## src/hdl/spcc_pkg.sv

```systemverilog
package spcc_pkg;

    // stream payload widths
    localparam int S_TDATA_W = 8;
    localparam int S_TUSER_W = 1;
    localparam int M_TDATA_W = 72;
    localparam int M_TUSER_W = 2;

    // configuration port
    localparam int CFG_IDX_W  = 8;
    localparam int CFG_DATA_W = 16;
    localparam logic [CFG_IDX_W-1:0] CFG_POS_LIMIT  = 8'd0;
    localparam logic [CFG_IDX_W-1:0] CFG_PERIOD_LOW = 8'd1;

    // field widths
    localparam int POS_W  = 16;
    localparam int TOP_W  = 16;
    localparam int HALF_W = 15;
    localparam int MAG_W  = 17;
    localparam int PROD_W = 32;

    // reset values
    localparam logic [POS_W-1:0]  POS_LIMIT_RESET  = 16'd30000;
    localparam logic [POS_W-1:0]  PERIOD_LOW_RESET = 16'd10;
    localparam logic [TOP_W-1:0]  TOP_RESET        = 16'd3749;
    localparam logic [HALF_W-1:0] HALF_RESET       = 15'd1874;

    // parsed magnitude saturates here
    localparam logic [MAG_W-1:0] MAG_SAT = 17'h10000;

    // request kinds on the input tuser
    localparam logic REQ_BYTE = 1'b0;
    localparam logic REQ_TICK = 1'b1;

    // characters
    localparam logic [7:0] CH_NUL   = 8'h00;
    localparam logic [7:0] CH_TAB   = 8'h09;
    localparam logic [7:0] CH_CR    = 8'h0D;
    localparam logic [7:0] CH_SPACE = 8'h20;
    localparam logic [7:0] CH_PLUS  = 8'h2B;
    localparam logic [7:0] CH_MINUS = 8'h2D;
    localparam logic [7:0] CH_ZERO  = 8'h30;
    localparam logic [7:0] CH_NINE  = 8'h39;
    localparam logic [7:0] CH_COLON = 8'h3A;
    localparam logic [7:0] CH_P     = 8'h50;
    localparam logic [7:0] CH_T     = 8'h54;

    typedef enum logic [1:0] {
        RK_NONE   = 2'd0,
        RK_POS    = 2'd1,
        RK_PERIOD = 2'd2
    } report_kind_t;

endpackage

```

## src/hdl/spcc_div.sv

```systemverilog
module spcc_div
    import spcc_pkg::*;
#(
    parameter int TOP_SCALE   = 3749,
    parameter int PERIOD_FULL = 60000
) (
    input  logic              aclk,
    input  logic              aresetn,
    input  logic              start,
    input  logic [POS_W-1:0]  value,
    output logic              done,
    output logic [PROD_W-1:0] quotient
);

    localparam int RECIP_W = 48;
    localparam int PART_W  = 24;
    localparam int ACC_W   = 64;

    // value * TOP_SCALE / PERIOD_FULL as (value * RECIP) >> 32 with RECIP
    // rounded up; exact because value * PERIOD_FULL stays below 2**32
    localparam logic [ACC_W-1:0] RECIP_WIDE =
        ((ACC_W'(TOP_SCALE) << 32) + ACC_W'(PERIOD_FULL) - ACC_W'(1)) / ACC_W'(PERIOD_FULL);
    localparam logic [RECIP_W-1:0] RECIP = RECIP_WIDE[RECIP_W-1:0];

    logic              busy_reg;
    logic              hi_reg;
    logic              done_reg;
    logic [POS_W-1:0]  val_reg;
    logic [ACC_W-1:0]  acc_reg;

    logic [PART_W-1:0]       coef;
    logic [POS_W+PART_W-1:0] partial;

    // one 16 x 24 multiplier, low half of the constant first, then high half
    always_comb begin
        coef    = hi_reg ? RECIP[RECIP_W-1:PART_W] : RECIP[PART_W-1:0];
        partial = {{PART_W{1'b0}}, val_reg} * {{POS_W{1'b0}}, coef};
    end

    always_ff @(posedge aclk) begin
        if (!aresetn) begin
            busy_reg <= 1'b0;
            done_reg <= 1'b0;
        end else begin
            done_reg <= !start && busy_reg && hi_reg;
            if (start) begin
                busy_reg <= 1'b1;
                hi_reg   <= 1'b0;
                val_reg  <= value;
            end else if (busy_reg) begin
                if (!hi_reg) begin
                    acc_reg <= {{(ACC_W-POS_W-PART_W){1'b0}}, partial};
                    hi_reg  <= 1'b1;
                end else begin
                    acc_reg  <= acc_reg + {partial, {PART_W{1'b0}}};
                    busy_reg <= 1'b0;
                end
            end
        end
    end

    assign done     = done_reg;
    assign quotient = acc_reg[ACC_W-1:ACC_W-PROD_W];

endmodule

```

## src/hdl/stepper_position_command_controller.sv

```systemverilog
// stepper position controller with a serial command line
//
// s_ channel: one item per received serial byte (s_tuser = 0, byte in
// s_tdata) or per step timer tick (s_tuser = 1). m_ channel: exactly one
// result item per input item, showing the state after that item, with the
// report kind in m_tuser. cfg_ channel writes the position limit (index 0)
// and the lowest accepted period value (index 1); cfg_ready is always high.
//
// a tick or any byte other than a carriage return goes straight to S_DONE,
// which loads the output register once it is free and returns to S_IDLE
// to take the next item. a carriage return walks the line buffer with an
// S_READ and an S_EVAL step per character read (single read port with
// registered data): the command letter, then the argument, leading blanks,
// an optional sign and the digits. a period command in range adds the two
// step reciprocal multiply. s_tready is low until the state is S_IDLE again.
//
// reset: limits 30000 and 10, positions 0, top 3749, half 1874, step
// output enabled. the line buffer is not cleared. if the receiver stalls,
// the result holds on m_ and one more item can be taken and worked on.
module stepper_position_command_controller
    import spcc_pkg::*;
#(
    parameter int BUF_DEPTH   = 32,
    parameter int TOP_SCALE   = 3749,
    parameter int PERIOD_FULL = 60000
) (
    input  logic                  aclk,
    input  logic                  aresetn,
    input  logic                  s_tvalid,
    output logic                  s_tready,
    input  logic [S_TDATA_W-1:0]  s_tdata,   // rx_byte[7:0]
    input  logic [S_TUSER_W-1:0]  s_tuser,   // req_type[0]
    output logic                  m_tvalid,
    input  logic                  m_tready,
    // target_position[15:0], current_position[31:16], period_top[47:32],
    // period_half[62:48], step_enable[63], direction[64], zeros[71:65]
    output logic [M_TDATA_W-1:0]  m_tdata,
    output logic [M_TUSER_W-1:0]  m_tuser,   // report_kind[1:0]
    input  logic                  cfg_valid,
    output logic                  cfg_ready,
    input  logic [CFG_IDX_W-1:0]  cfg_index,
    input  logic [CFG_DATA_W-1:0] cfg_data
);

    localparam int AW = $clog2(BUF_DEPTH);
    localparam int IW = $clog2(BUF_DEPTH + 1);

    typedef enum logic [2:0] {
        S_IDLE,
        S_READ,
        S_EVAL,
        S_DSTART,
        S_DIV,
        S_DONE
    } state_t;

    typedef enum logic [1:0] {
        PH_FIRST,
        PH_ARG,
        PH_WS,
        PH_DIG
    } phase_t;

    state_t       state_reg;
    phase_t       phase_reg;
    report_kind_t kind_reg;

    logic [POS_W-1:0]  pos_limit_reg;
    logic [POS_W-1:0]  period_low_reg;
    logic [IW-1:0]     idx_reg;
    logic [IW-1:0]     ch_idx_reg;
    logic [POS_W-1:0]  target_reg;
    logic [POS_W-1:0]  position_reg;
    logic [TOP_W-1:0]  top_reg;
    logic [HALF_W-1:0] half_reg;
    logic              dir_reg;
    logic              enable_reg;
    logic              cmd_t_reg;
    logic              neg_reg;
    logic              oob_reg;
    logic [MAG_W-1:0]  mag_reg;
    logic              m_tvalid_reg;
    logic [M_TDATA_W-1:0] m_tdata_reg;
    logic [M_TUSER_W-1:0] m_tuser_reg;

    logic [7:0] line_mem [BUF_DEPTH];
    logic [7:0] rdata_reg;

    logic              s_acc;
    logic              buf_wr;
    logic [7:0]        ch;
    logic [MAG_W+2:0]  mag_step;
    logic [MAG_W-1:0]  mag_sat;
    logic              num_ok;
    logic              div_start;
    logic              div_done;
    logic [PROD_W-1:0] div_q;
    logic [TOP_W-1:0]  top_sat;

    assign s_tready  = (state_reg == S_IDLE);
    assign cfg_ready = 1'b1;
    assign s_acc     = s_tvalid && s_tready;
    assign buf_wr    = s_acc && (s_tuser[0] == REQ_BYTE) && (s_tdata != CH_COLON)
                       && (s_tdata != CH_CR) && (idx_reg < IW'(BUF_DEPTH));
    assign div_start = (state_reg == S_DSTART);

    // line buffer, one write and one registered read a cycle
    always_ff @(posedge aclk) begin
        if (buf_wr) begin
            line_mem[idx_reg[AW-1:0]] <= s_tdata;
        end
        rdata_reg <= line_mem[ch_idx_reg[AW-1:0]];
    end

    always_comb begin
        // characters past the line end read as a terminator
        ch       = oob_reg ? CH_NUL : rdata_reg;
        mag_step = ({3'b000, mag_reg} << 3) + ({3'b000, mag_reg} << 1)
                   + {{(MAG_W-1){1'b0}}, ch[3:0]};
        mag_sat  = (mag_step > (MAG_W+3)'(MAG_SAT)) ? MAG_SAT : mag_step[MAG_W-1:0];
        num_ok   = !(neg_reg && (mag_reg != '0));
        top_sat  = (div_q[PROD_W-1:TOP_W] != '0) ? '1 : div_q[TOP_W-1:0];
    end

    spcc_div #(
        .TOP_SCALE   (TOP_SCALE),
        .PERIOD_FULL (PERIOD_FULL)
    ) u_div (
        .aclk     (aclk),
        .aresetn  (aresetn),
        .start    (div_start),
        .value    (mag_reg[POS_W-1:0]),
        .done     (div_done),
        .quotient (div_q)
    );

    always_ff @(posedge aclk) begin
        if (!aresetn) begin
            state_reg      <= S_IDLE;
            pos_limit_reg  <= POS_LIMIT_RESET;
            period_low_reg <= PERIOD_LOW_RESET;
            idx_reg        <= '0;
            target_reg     <= '0;
            position_reg   <= '0;
            top_reg        <= TOP_RESET;
            half_reg       <= HALF_RESET;
            dir_reg        <= 1'b0;
            enable_reg     <= 1'b1;
            m_tvalid_reg   <= 1'b0;
        end else begin
            if (cfg_valid) begin
                case (cfg_index)
                    CFG_POS_LIMIT:  pos_limit_reg  <= cfg_data;
                    CFG_PERIOD_LOW: period_low_reg <= cfg_data;
                    default: ;
                endcase
            end

            // in S_DONE the output register is handled below
            if (m_tready && (state_reg != S_DONE)) begin
                m_tvalid_reg <= 1'b0;
            end

            case (state_reg)
                S_IDLE: begin
                    if (s_acc) begin
                        kind_reg <= RK_NONE;
                        if (s_tuser[0] == REQ_TICK) begin
                            if (target_reg > position_reg) begin
                                dir_reg      <= 1'b1;
                                enable_reg   <= 1'b1;
                                position_reg <= position_reg + 1'b1;
                            end else if (target_reg < position_reg) begin
                                dir_reg      <= 1'b0;
                                enable_reg   <= 1'b1;
                                position_reg <= position_reg - 1'b1;
                            end else begin
                                enable_reg <= 1'b0;
                            end
                            state_reg <= S_DONE;
                        end else if (s_tdata == CH_COLON) begin
                            idx_reg   <= '0;
                            state_reg <= S_DONE;
                        end else if (s_tdata == CH_CR) begin
                            ch_idx_reg <= '0;
                            phase_reg  <= PH_FIRST;
                            state_reg  <= S_READ;
                        end else begin
                            if (idx_reg < IW'(BUF_DEPTH)) begin
                                idx_reg <= idx_reg + 1'b1;
                            end
                            state_reg <= S_DONE;
                        end
                    end
                end

                S_READ: begin
                    oob_reg   <= (ch_idx_reg >= idx_reg);
                    state_reg <= S_EVAL;
                end

                S_EVAL: begin
                    case (phase_reg)
                        PH_FIRST: begin
                            if (ch inside {CH_P, CH_T}) begin
                                cmd_t_reg  <= (ch == CH_T);
                                ch_idx_reg <= IW'(1);
                                phase_reg  <= PH_ARG;
                                state_reg  <= S_READ;
                            end else begin
                                kind_reg  <= RK_NONE;
                                state_reg <= S_DONE;
                            end
                        end
                        PH_ARG: begin
                            if (ch == CH_NUL) begin
                                kind_reg  <= cmd_t_reg ? RK_PERIOD : RK_POS;
                                state_reg <= S_DONE;
                            end else begin
                                mag_reg   <= '0;
                                neg_reg   <= 1'b0;
                                phase_reg <= PH_WS;
                                state_reg <= S_READ;
                            end
                        end
                        PH_WS: begin
                            if (ch inside {CH_SPACE, [CH_TAB:CH_CR]}) begin
                                ch_idx_reg <= ch_idx_reg + 1'b1;
                            end else if (ch inside {CH_PLUS, CH_MINUS}) begin
                                neg_reg    <= (ch == CH_MINUS);
                                ch_idx_reg <= ch_idx_reg + 1'b1;
                                phase_reg  <= PH_DIG;
                            end else begin
                                // same character again as a digit
                                phase_reg <= PH_DIG;
                            end
                            state_reg <= S_READ;
                        end
                        PH_DIG: begin
                            if (ch inside {[CH_ZERO:CH_NINE]}) begin
                                mag_reg    <= mag_sat;
                                ch_idx_reg <= ch_idx_reg + 1'b1;
                                state_reg  <= S_READ;
                            end else if (!cmd_t_reg) begin
                                if (num_ok && (mag_reg <= {1'b0, pos_limit_reg})) begin
                                    target_reg <= mag_reg[POS_W-1:0];
                                end
                                kind_reg  <= RK_POS;
                                state_reg <= S_DONE;
                            end else begin
                                kind_reg <= RK_PERIOD;
                                if (num_ok && (mag_reg >= {1'b0, period_low_reg})
                                        && (mag_reg <= MAG_W'(PERIOD_FULL))) begin
                                    state_reg <= S_DSTART;
                                end else begin
                                    state_reg <= S_DONE;
                                end
                            end
                        end
                        default: state_reg <= S_DONE;
                    endcase
                end

                S_DSTART: begin
                    state_reg <= S_DIV;
                end

                S_DIV: begin
                    if (div_done) begin
                        top_reg   <= top_sat;
                        half_reg  <= top_sat[TOP_W-1:1];
                        state_reg <= S_DONE;
                    end
                end

                S_DONE: begin
                    if (!m_tvalid_reg || m_tready) begin
                        m_tvalid_reg <= 1'b1;
                        m_tdata_reg  <= {7'b0, dir_reg, enable_reg, half_reg, top_reg,
                                         position_reg, target_reg};
                        m_tuser_reg  <= kind_reg;
                        state_reg    <= S_IDLE;
                    end
                end

                default: state_reg <= S_IDLE;
            endcase
        end
    end

    assign m_tvalid = m_tvalid_reg;
    assign m_tdata  = m_tdata_reg;
    assign m_tuser  = m_tuser_reg;

endmodule

```

## config.mk

```make
export PLATFORM = sky130hd
export DESIGN_NAME = stepper_position_command_controller
export DESIGN_NICKNAME = d
export VERILOG_FILES = /design/src/hdl/spcc_pkg.sv /design/src/hdl/spcc_div.sv /design/src/hdl/stepper_position_command_controller.sv
export SDC_FILE = /design/constraint.sdc
export NUM_CORES = 1
export LEC_CHECK = 0
export BUFFER_PORTS_ARGS = -buffer_cell sky130_fd_sc_hd__buf_2
export CORE_MARGIN = 2
export CORE_UTILIZATION = 49
export CTS_CLUSTER_SIZE = 12
export DETAILED_ROUTE_END_ITERATION = 6
export PLACE_DENSITY = 0.68
export SLEW_MARGIN = 20
export SYNTH_ARGS = -nofsm -noshare
export SYNTH_HDL_FRONTEND = slang
export SYNTH_SLANG_ARGS = --single-unit
export TNS_END_PERCENT = 100
```

## constraint.sdc

```tcl
create_clock -name aclk -period 17.8 [get_ports aclk]
set_input_delay 0.89 -clock aclk [delete_from_list [all_inputs] [get_ports aclk]]
set_output_delay 0.89 -clock aclk [all_outputs]
set_load 0.05 [all_outputs]
```

## After elaboration in Yosys (flattened, before gate mapping)

Memory sizes are Yosys's and may differ from the RTL's. A register that Yosys moved wholly into a read port is not among the register bits.
Index checks and enable logic that the tools add are counted.

| word-level totals | value |
|---|---|
| register bits after elaboration | 287 |
| memory bits (writable) | 256 |
| bits of input ports | 38 |
| output and inout bits | 77 |
| logic and storage cells | 213 |
| memories kept | 1 |

Memory list:

| name | words | width | rd ports | clocked after memory_dff | write ports | line | source |
|---|---|---|---|---|---|---|---|
| line_mem | 32 | 8 | 1 | 1 | 1 | stepper_position_command_controller.sv:86 | `logic [7:0] line_mem [BUF_DEPTH];` |

| operators by class | value |
|---|---|
| $add $sub $neg | 7 |
| multipliers | 1 |
| magnitude comparators | 12 |
| eq/ne operators | 41 |
| mux-type cells | 69 |
| bitwise operators | 4 |
| reductions and logical operators | 52 |

Operators by type and width:

| kind | count |
|---|---|
| $mux W6 | 11 |
| $add A64 B64 Y64 | 1 |
| $mux W17 | 3 |
| $mux W16 | 3 |
| $mul A16 B24 Y40 | 1 |
| $mux W40 | 1 |
| $pmux W17 S2 | 1 |
| $mux W3 | 11 |
| $eq A8 B6 Y1 const B | 4 |
| $mux W2 | 12 |
| $mux W24 | 1 |
| $ne A3 B3 Y1 const B | 8 |
| $add A20 B18 Y20 | 1 |
| $add A20 B4 Y20 | 1 |
| $gt A20 B17 Y1 const B | 1 |
| $reduce_and A10 Y1 | 2 |
| $pmux W3 S6 | 1 |
| $pmux W6 S3 | 1 |
| $reduce_bool A2 Y1 | 9 |
| $ge A17 B16 Y1 | 1 |
| $le A17 B16 Y1 | 1 |
| $le A17 B16 Y1 const B | 1 |
| $reduce_bool A17 Y1 | 1 |
| $add A16 B1 Y16 const B | 1 |
| 46 further kinds | 108 |

## Depth between registers and ports, before layout

| depth | value |
|---|---|
| depth in word-level cells | 10 |
| depth in mapped cells | 38 |

## Hierarchy

From an unflattened synthesis, not the netlist that was laid out.

| second synthesis, totals | value |
|---|---|
| cell total of the unflattened synthesis | 2791 |
| area, all modules | 32665.1 sq um |

By module, submodules not included:

| module | times used | cells an instance | area each (sq um) | sequential area each (sq um) |
|---|---|---|---|---|
| stepper_position_command_controller | 1 | 1448 | 20045.5 | 12151.7 |
| spcc_div | 1 | 1343 | 12619.6 | 1751.7 |

## Least setup slack after synthesis

Ideal clock, no wire load.

| timing path | value |
|---|---|
| path type | reg-to-reg |
| from | reg u_div.hi_reg |
| to | reg u_div.acc_reg[60] (data pin) |
| setup time | 0.272 ns |
| arrival | 7.930 ns |
| required time | 17.528 ns |
| setup slack | 9.598 ns |
| stages on the path, launching flop included | 33 |
| path through | edfxtp_1 clkbuf_1 clkbuf_1 buf_1 nand2_1 fa_1 fa_1 inv_1 fa_1 inv_1 fa_1 fa_1 fa_1 inv_1 ha_1 inv_1 o21bai_1 a21oi_1 o21ai_0 a21o_1 o21ai_0 a21boi_0 o21a_1 nor3_1 nor2_1 ha_1 and3_1 a311oi_1 o21ai_2 a31o_4 nand2_2 nor3_1 or4_1 |

| on the way | value |
|---|---|
| longest elaborated chain between the ends | 3 |

RTL lines:

| what | line | source |
|---|---|---|
| start, declared | spcc_div.sv:26 | `logic hi_reg;` |
| start signal, assigned | spcc_div.sv:48 | `hi_reg <= 1'b0;` |
| start signal, assigned | spcc_div.sv:53 | `hi_reg <= 1'b1;` |
| $mux W24 | spcc_div.sv:36 | `coef = hi_reg ? RECIP[RECIP_W-1:PART_W] : RECIP[PART_W-1:0];` |
| $mul A16 B24 Y40 | spcc_div.sv:37 | `partial = {{PART_W{1'b0}}, val_reg} * {{POS_W{1'b0}}, coef};` |
| $add A64 B64 Y64 | spcc_div.sv:55 | `acc_reg <= acc_reg + {partial, {PART_W{1'b0}}};` |
| end signal, assigned | spcc_div.sv:52 | `acc_reg <= {{(ACC_W-POS_W-PART_W){1'b0}}, partial};` |
| end signal, assigned | spcc_div.sv:55 |  |
| end, declared | spcc_div.sv:29 | `logic [ACC_W-1:0] acc_reg;` |

Several ways; a longest one is shown, not always the timed one.
A chain may end at the register's enable or synchronous reset.

## Final worst setup path

| timing path | value |
|---|---|
| from | reg u_div.hi_reg |
| to | reg u_div.acc_reg[63] (data pin) |

Same word-level chain as after synthesis.

==> impl_metrics.csv <==
group,metric,value,unit
cells_and_area,antenna_cells,0,
grt,grt_pass1_vias,21676,
floorplanning,io_pins,115,
worst_setup_path,cp_num_buf_inv,5,
grt,grt_overflow,0,
worst_setup_path,cp_data_required_time,18.14,ns
timing,drv_slew,0,
detailed_routing,drt-total-wl,76900,µm
cells_and_area,drive_gt1_frac,0.0864,
cells_and_area,fillers,5516,
timing,fin_crit_sh,0.510,
min_path,hold_class,"reg -> reg",
worst_setup_path,slowest_stage,"nor4_1",
detailed_routing,vias,21845,
timing,setup_viol,0,
cts,post_cts_resized,0,
cts,post_cts_buffers,0,
floorplanning,core,65500,µm²
worst_setup_path,critPathMaxFanout,29,
timing,slew_headroom,0.270,
cts,cts_max_level,2,
logic_synthesis,synth-seq-area-share,0.431,
cts,cts_hold_buf,0,
worst_setup_path,endpoint_kind,"register",
status,status,"finished clean",
placement,io_buffer_count,106,
detailed_routing,drtIter0Drc,1812,
grt,grt_pass1_wl,120000,µm
cells_and_area,largest_reg_flops,256,
floorplanning,initial_core_util,0.493,
logic_synthesis,synth_warnings,0,
cells_and_area,nets,3455,
floorplanning,dieArea,68000,µm²
logic_synthesis,synth_edf_count,395,
worst_setup_path,critical_path_class,"reg -> reg",
cts,path_clk_slew,0.06,ns
detailed_routing,dr.pass1.iters,5,
cts,cts.sinks,497,
logic_synthesis,synth-seq-cells,497,
worst_setup_path,startpoint_type,"register",
logic_synthesis,synth_top_area_frac,0.367,
logic_synthesis,synth_cells,2850,
timing,hold_viol,0,
cells_and_area,finalInstanceArea,35300,µm²
timing,finalCriticalPeriod,9.07,ns
worst_setup_path,cp_slowest_stage_delay,0.66,ns
grt,grt_max_degree,65,
cts,cts_tree,"built",
grt,track_usage,0.227,
detailed_routing,ant_nets,0,
floorplanning,die_x,261,µm
logic_synthesis,async_flop_share,0,
placement,dp_cells,3741,
flow_run,maxCapViolCount,0,
timing,tns,0,ns
detailed_routing,post_drt_wl_per_cell,20.0,µm
placement,post_dp_cell_area,33600,µm²
timing,rsz0062_at_grt,"false",
logic_synthesis,synth.largest_area_cell,"edfxtp_1",
detailed_routing,avgViaCountPerCell,5.69,
power,power_density,93.4,nW/µm²
power,peakVddDrop,0.0925,mV
placement,dpl.hpwl,56900,µm
worst_setup_path,crit_family,"adder cells",
logic_synthesis,syn_avg_cell_area,11.3,µm²
detailed_routing,drc,0,
cts,clk-insertion-delay-late,0.61,ns
cts,cts.path.max_buffers,3,
cells_and_area,final_cells,3839,
cts,cts_buffers,52,
timing,tightest_slew,1.09,ns
logic_synthesis,ys_types,79,
logic_synthesis,synth.cell_area,32300,µm²
worst_setup_path,critPathArrivalTime,9.42,ns
floorplanning,die_h,261,µm
cells_and_area,syn2layout_area_growth,9.34,%
cts,root_buffer,"clkbuf_16",
floorplanning,rows,94,
grt,antenna_found_initial,0,
logic_synthesis,synth_area_leaders,"edfxtp_1 37%, ha_1 12%, fa_1 11%",
timing,max_freq,110,MHz
power,power.leakage,14.7,nW
timing,clock_skew,0.0215,ns
logic_synthesis,ys.flop_type,"edfxtp_1",
placement,place_congestion,0.929,
## placed cells by master, fill, tap and decap left out, types with 24 or more instances in the layout
cell and instances:
edfxtp_1 395, inv_1 365, ha_1 312, nor2_1 188, fa_1 174, a21oi_1 158
o21ai_0 130, nand2_1 125, buf_2 106, dfxtp_1 102, mux2i_1 93, nand3_1 68
xnor2_1 66, a21o_1 62, clkbuf_16 55, and2_1 40, xor2_1 35, mux4_2 32
nor3_1 29, o21a_1 29, o221ai_1 27, clkbuf_1 25, nor2b_1 24
## cell usage after synthesis, types with 7 or more instances
library cell and n:
o21bai_1 23, buf_1 17, nand4_1 21, nand2b_1 23, o22ai_1 20, o21a_1 29
a211oi_1 10, mux2_2 8, nor3_1 29, a21boi_0 7, mux2i_1 93, nand2_1 125
or3_1 14, nor2b_1 24, a21o_1 62, dfxtp_1 102, edfxtp_1 395, o221ai_1 27
nor2_1 191, clkbuf_1 63, nor4_1 18, nand3_1 68, o21ai_0 130, mux4_2 32
fa_1 174, a31oi_1 18, a21oi_1 158, xnor2_1 66, ha_1 312, inv_1 366
nor3b_1 14, xor2_1 35, and3_1 18, o211ai_1 11, and2_1 40, buf_4 23
## layout make-up
class / instances / area, µm² / share of cell area
clock inverter: 13 / 159 / 0.00450
tap: 864 / 1080 / 0.0306
clock buffer: 85 / 1540 / 0.0436
inverter: 366 / 1370 / 0.0389
timing repair buffer: 120 / 636 / 0.0180
sequential: 497 / 13900 / 0.394
multi-input combinational: 1894 / 16600 / 0.470
## through the flow
step,utilization,setup slack (ns),power (mW),hold slack (ns)
6_report,0.539,8.73,3.30,0.428
5_1_grt,0.539,8.22,3.46,0.438
4_1_cts,0.539,8.83,3.31,0.425
3_5_place_dp,0.513,8.87,2.23,0.417
3_3_place_gp,0.513,9.06,2.20,0.404
2_1_floorplan,-,9.60,2.02,0.400
## cell families (layout without fill, tap and decap cells)
kind of cell | Yosys count | count (layout) | synth area share
buffers and inverters | 470 | 584 | 0.0574
multiplexers | 133 | 133 | 0.0539
flip-flops | 497 | 497 | 0.431
other | 2 | 13 | 0.000233
AND/OR/NAND/NOR | 611 | 611 | 0.0920
XOR/XNOR | 102 | 102 | 0.0281
adder cells (fa/ha/maj) | 486 | 486 | 0.229
AO/OA/AOI/OAI | 549 | 549 | 0.109
## metal layers
layer / GRT usage / vias to the layer above / wire length (µm)
met4: 0.0567 / 0 / 1600
met5: 0 / - / 0
met3: 0.0286 / 97 / 4150
met1: 0.316 / 10883 / 33300
li1: - / 10264 / -
met2: 0.376 / 601 / 37900
## final timing paths
| kind | from | end | slack [ns] | depth (start not counted) |
|---|---|---|---|---|
| worst max-delay path | u_div.hi_reg | u_div.acc_reg[63] | 8.73 | 31 |
| worst min-delay path | kind_reg[1] | m_tuser[1] | 0.43 | 0 |
| worst max register to register | u_div.hi_reg | u_div.acc_reg[63] | 8.73 | 31 |
| worst min register to register | kind_reg[1] | m_tuser[1] | 0.43 | 0 |
## report_power, final
part           internal (mW)  switching [mW]  leakage, nW
sequential              1.28          0.0262         4.38
combinational          0.375           0.534         9.53
clock                  0.623           0.456        0.817
total                   2.28            1.02         14.7
Note: power is estimated with default switching activity, not from simulation.
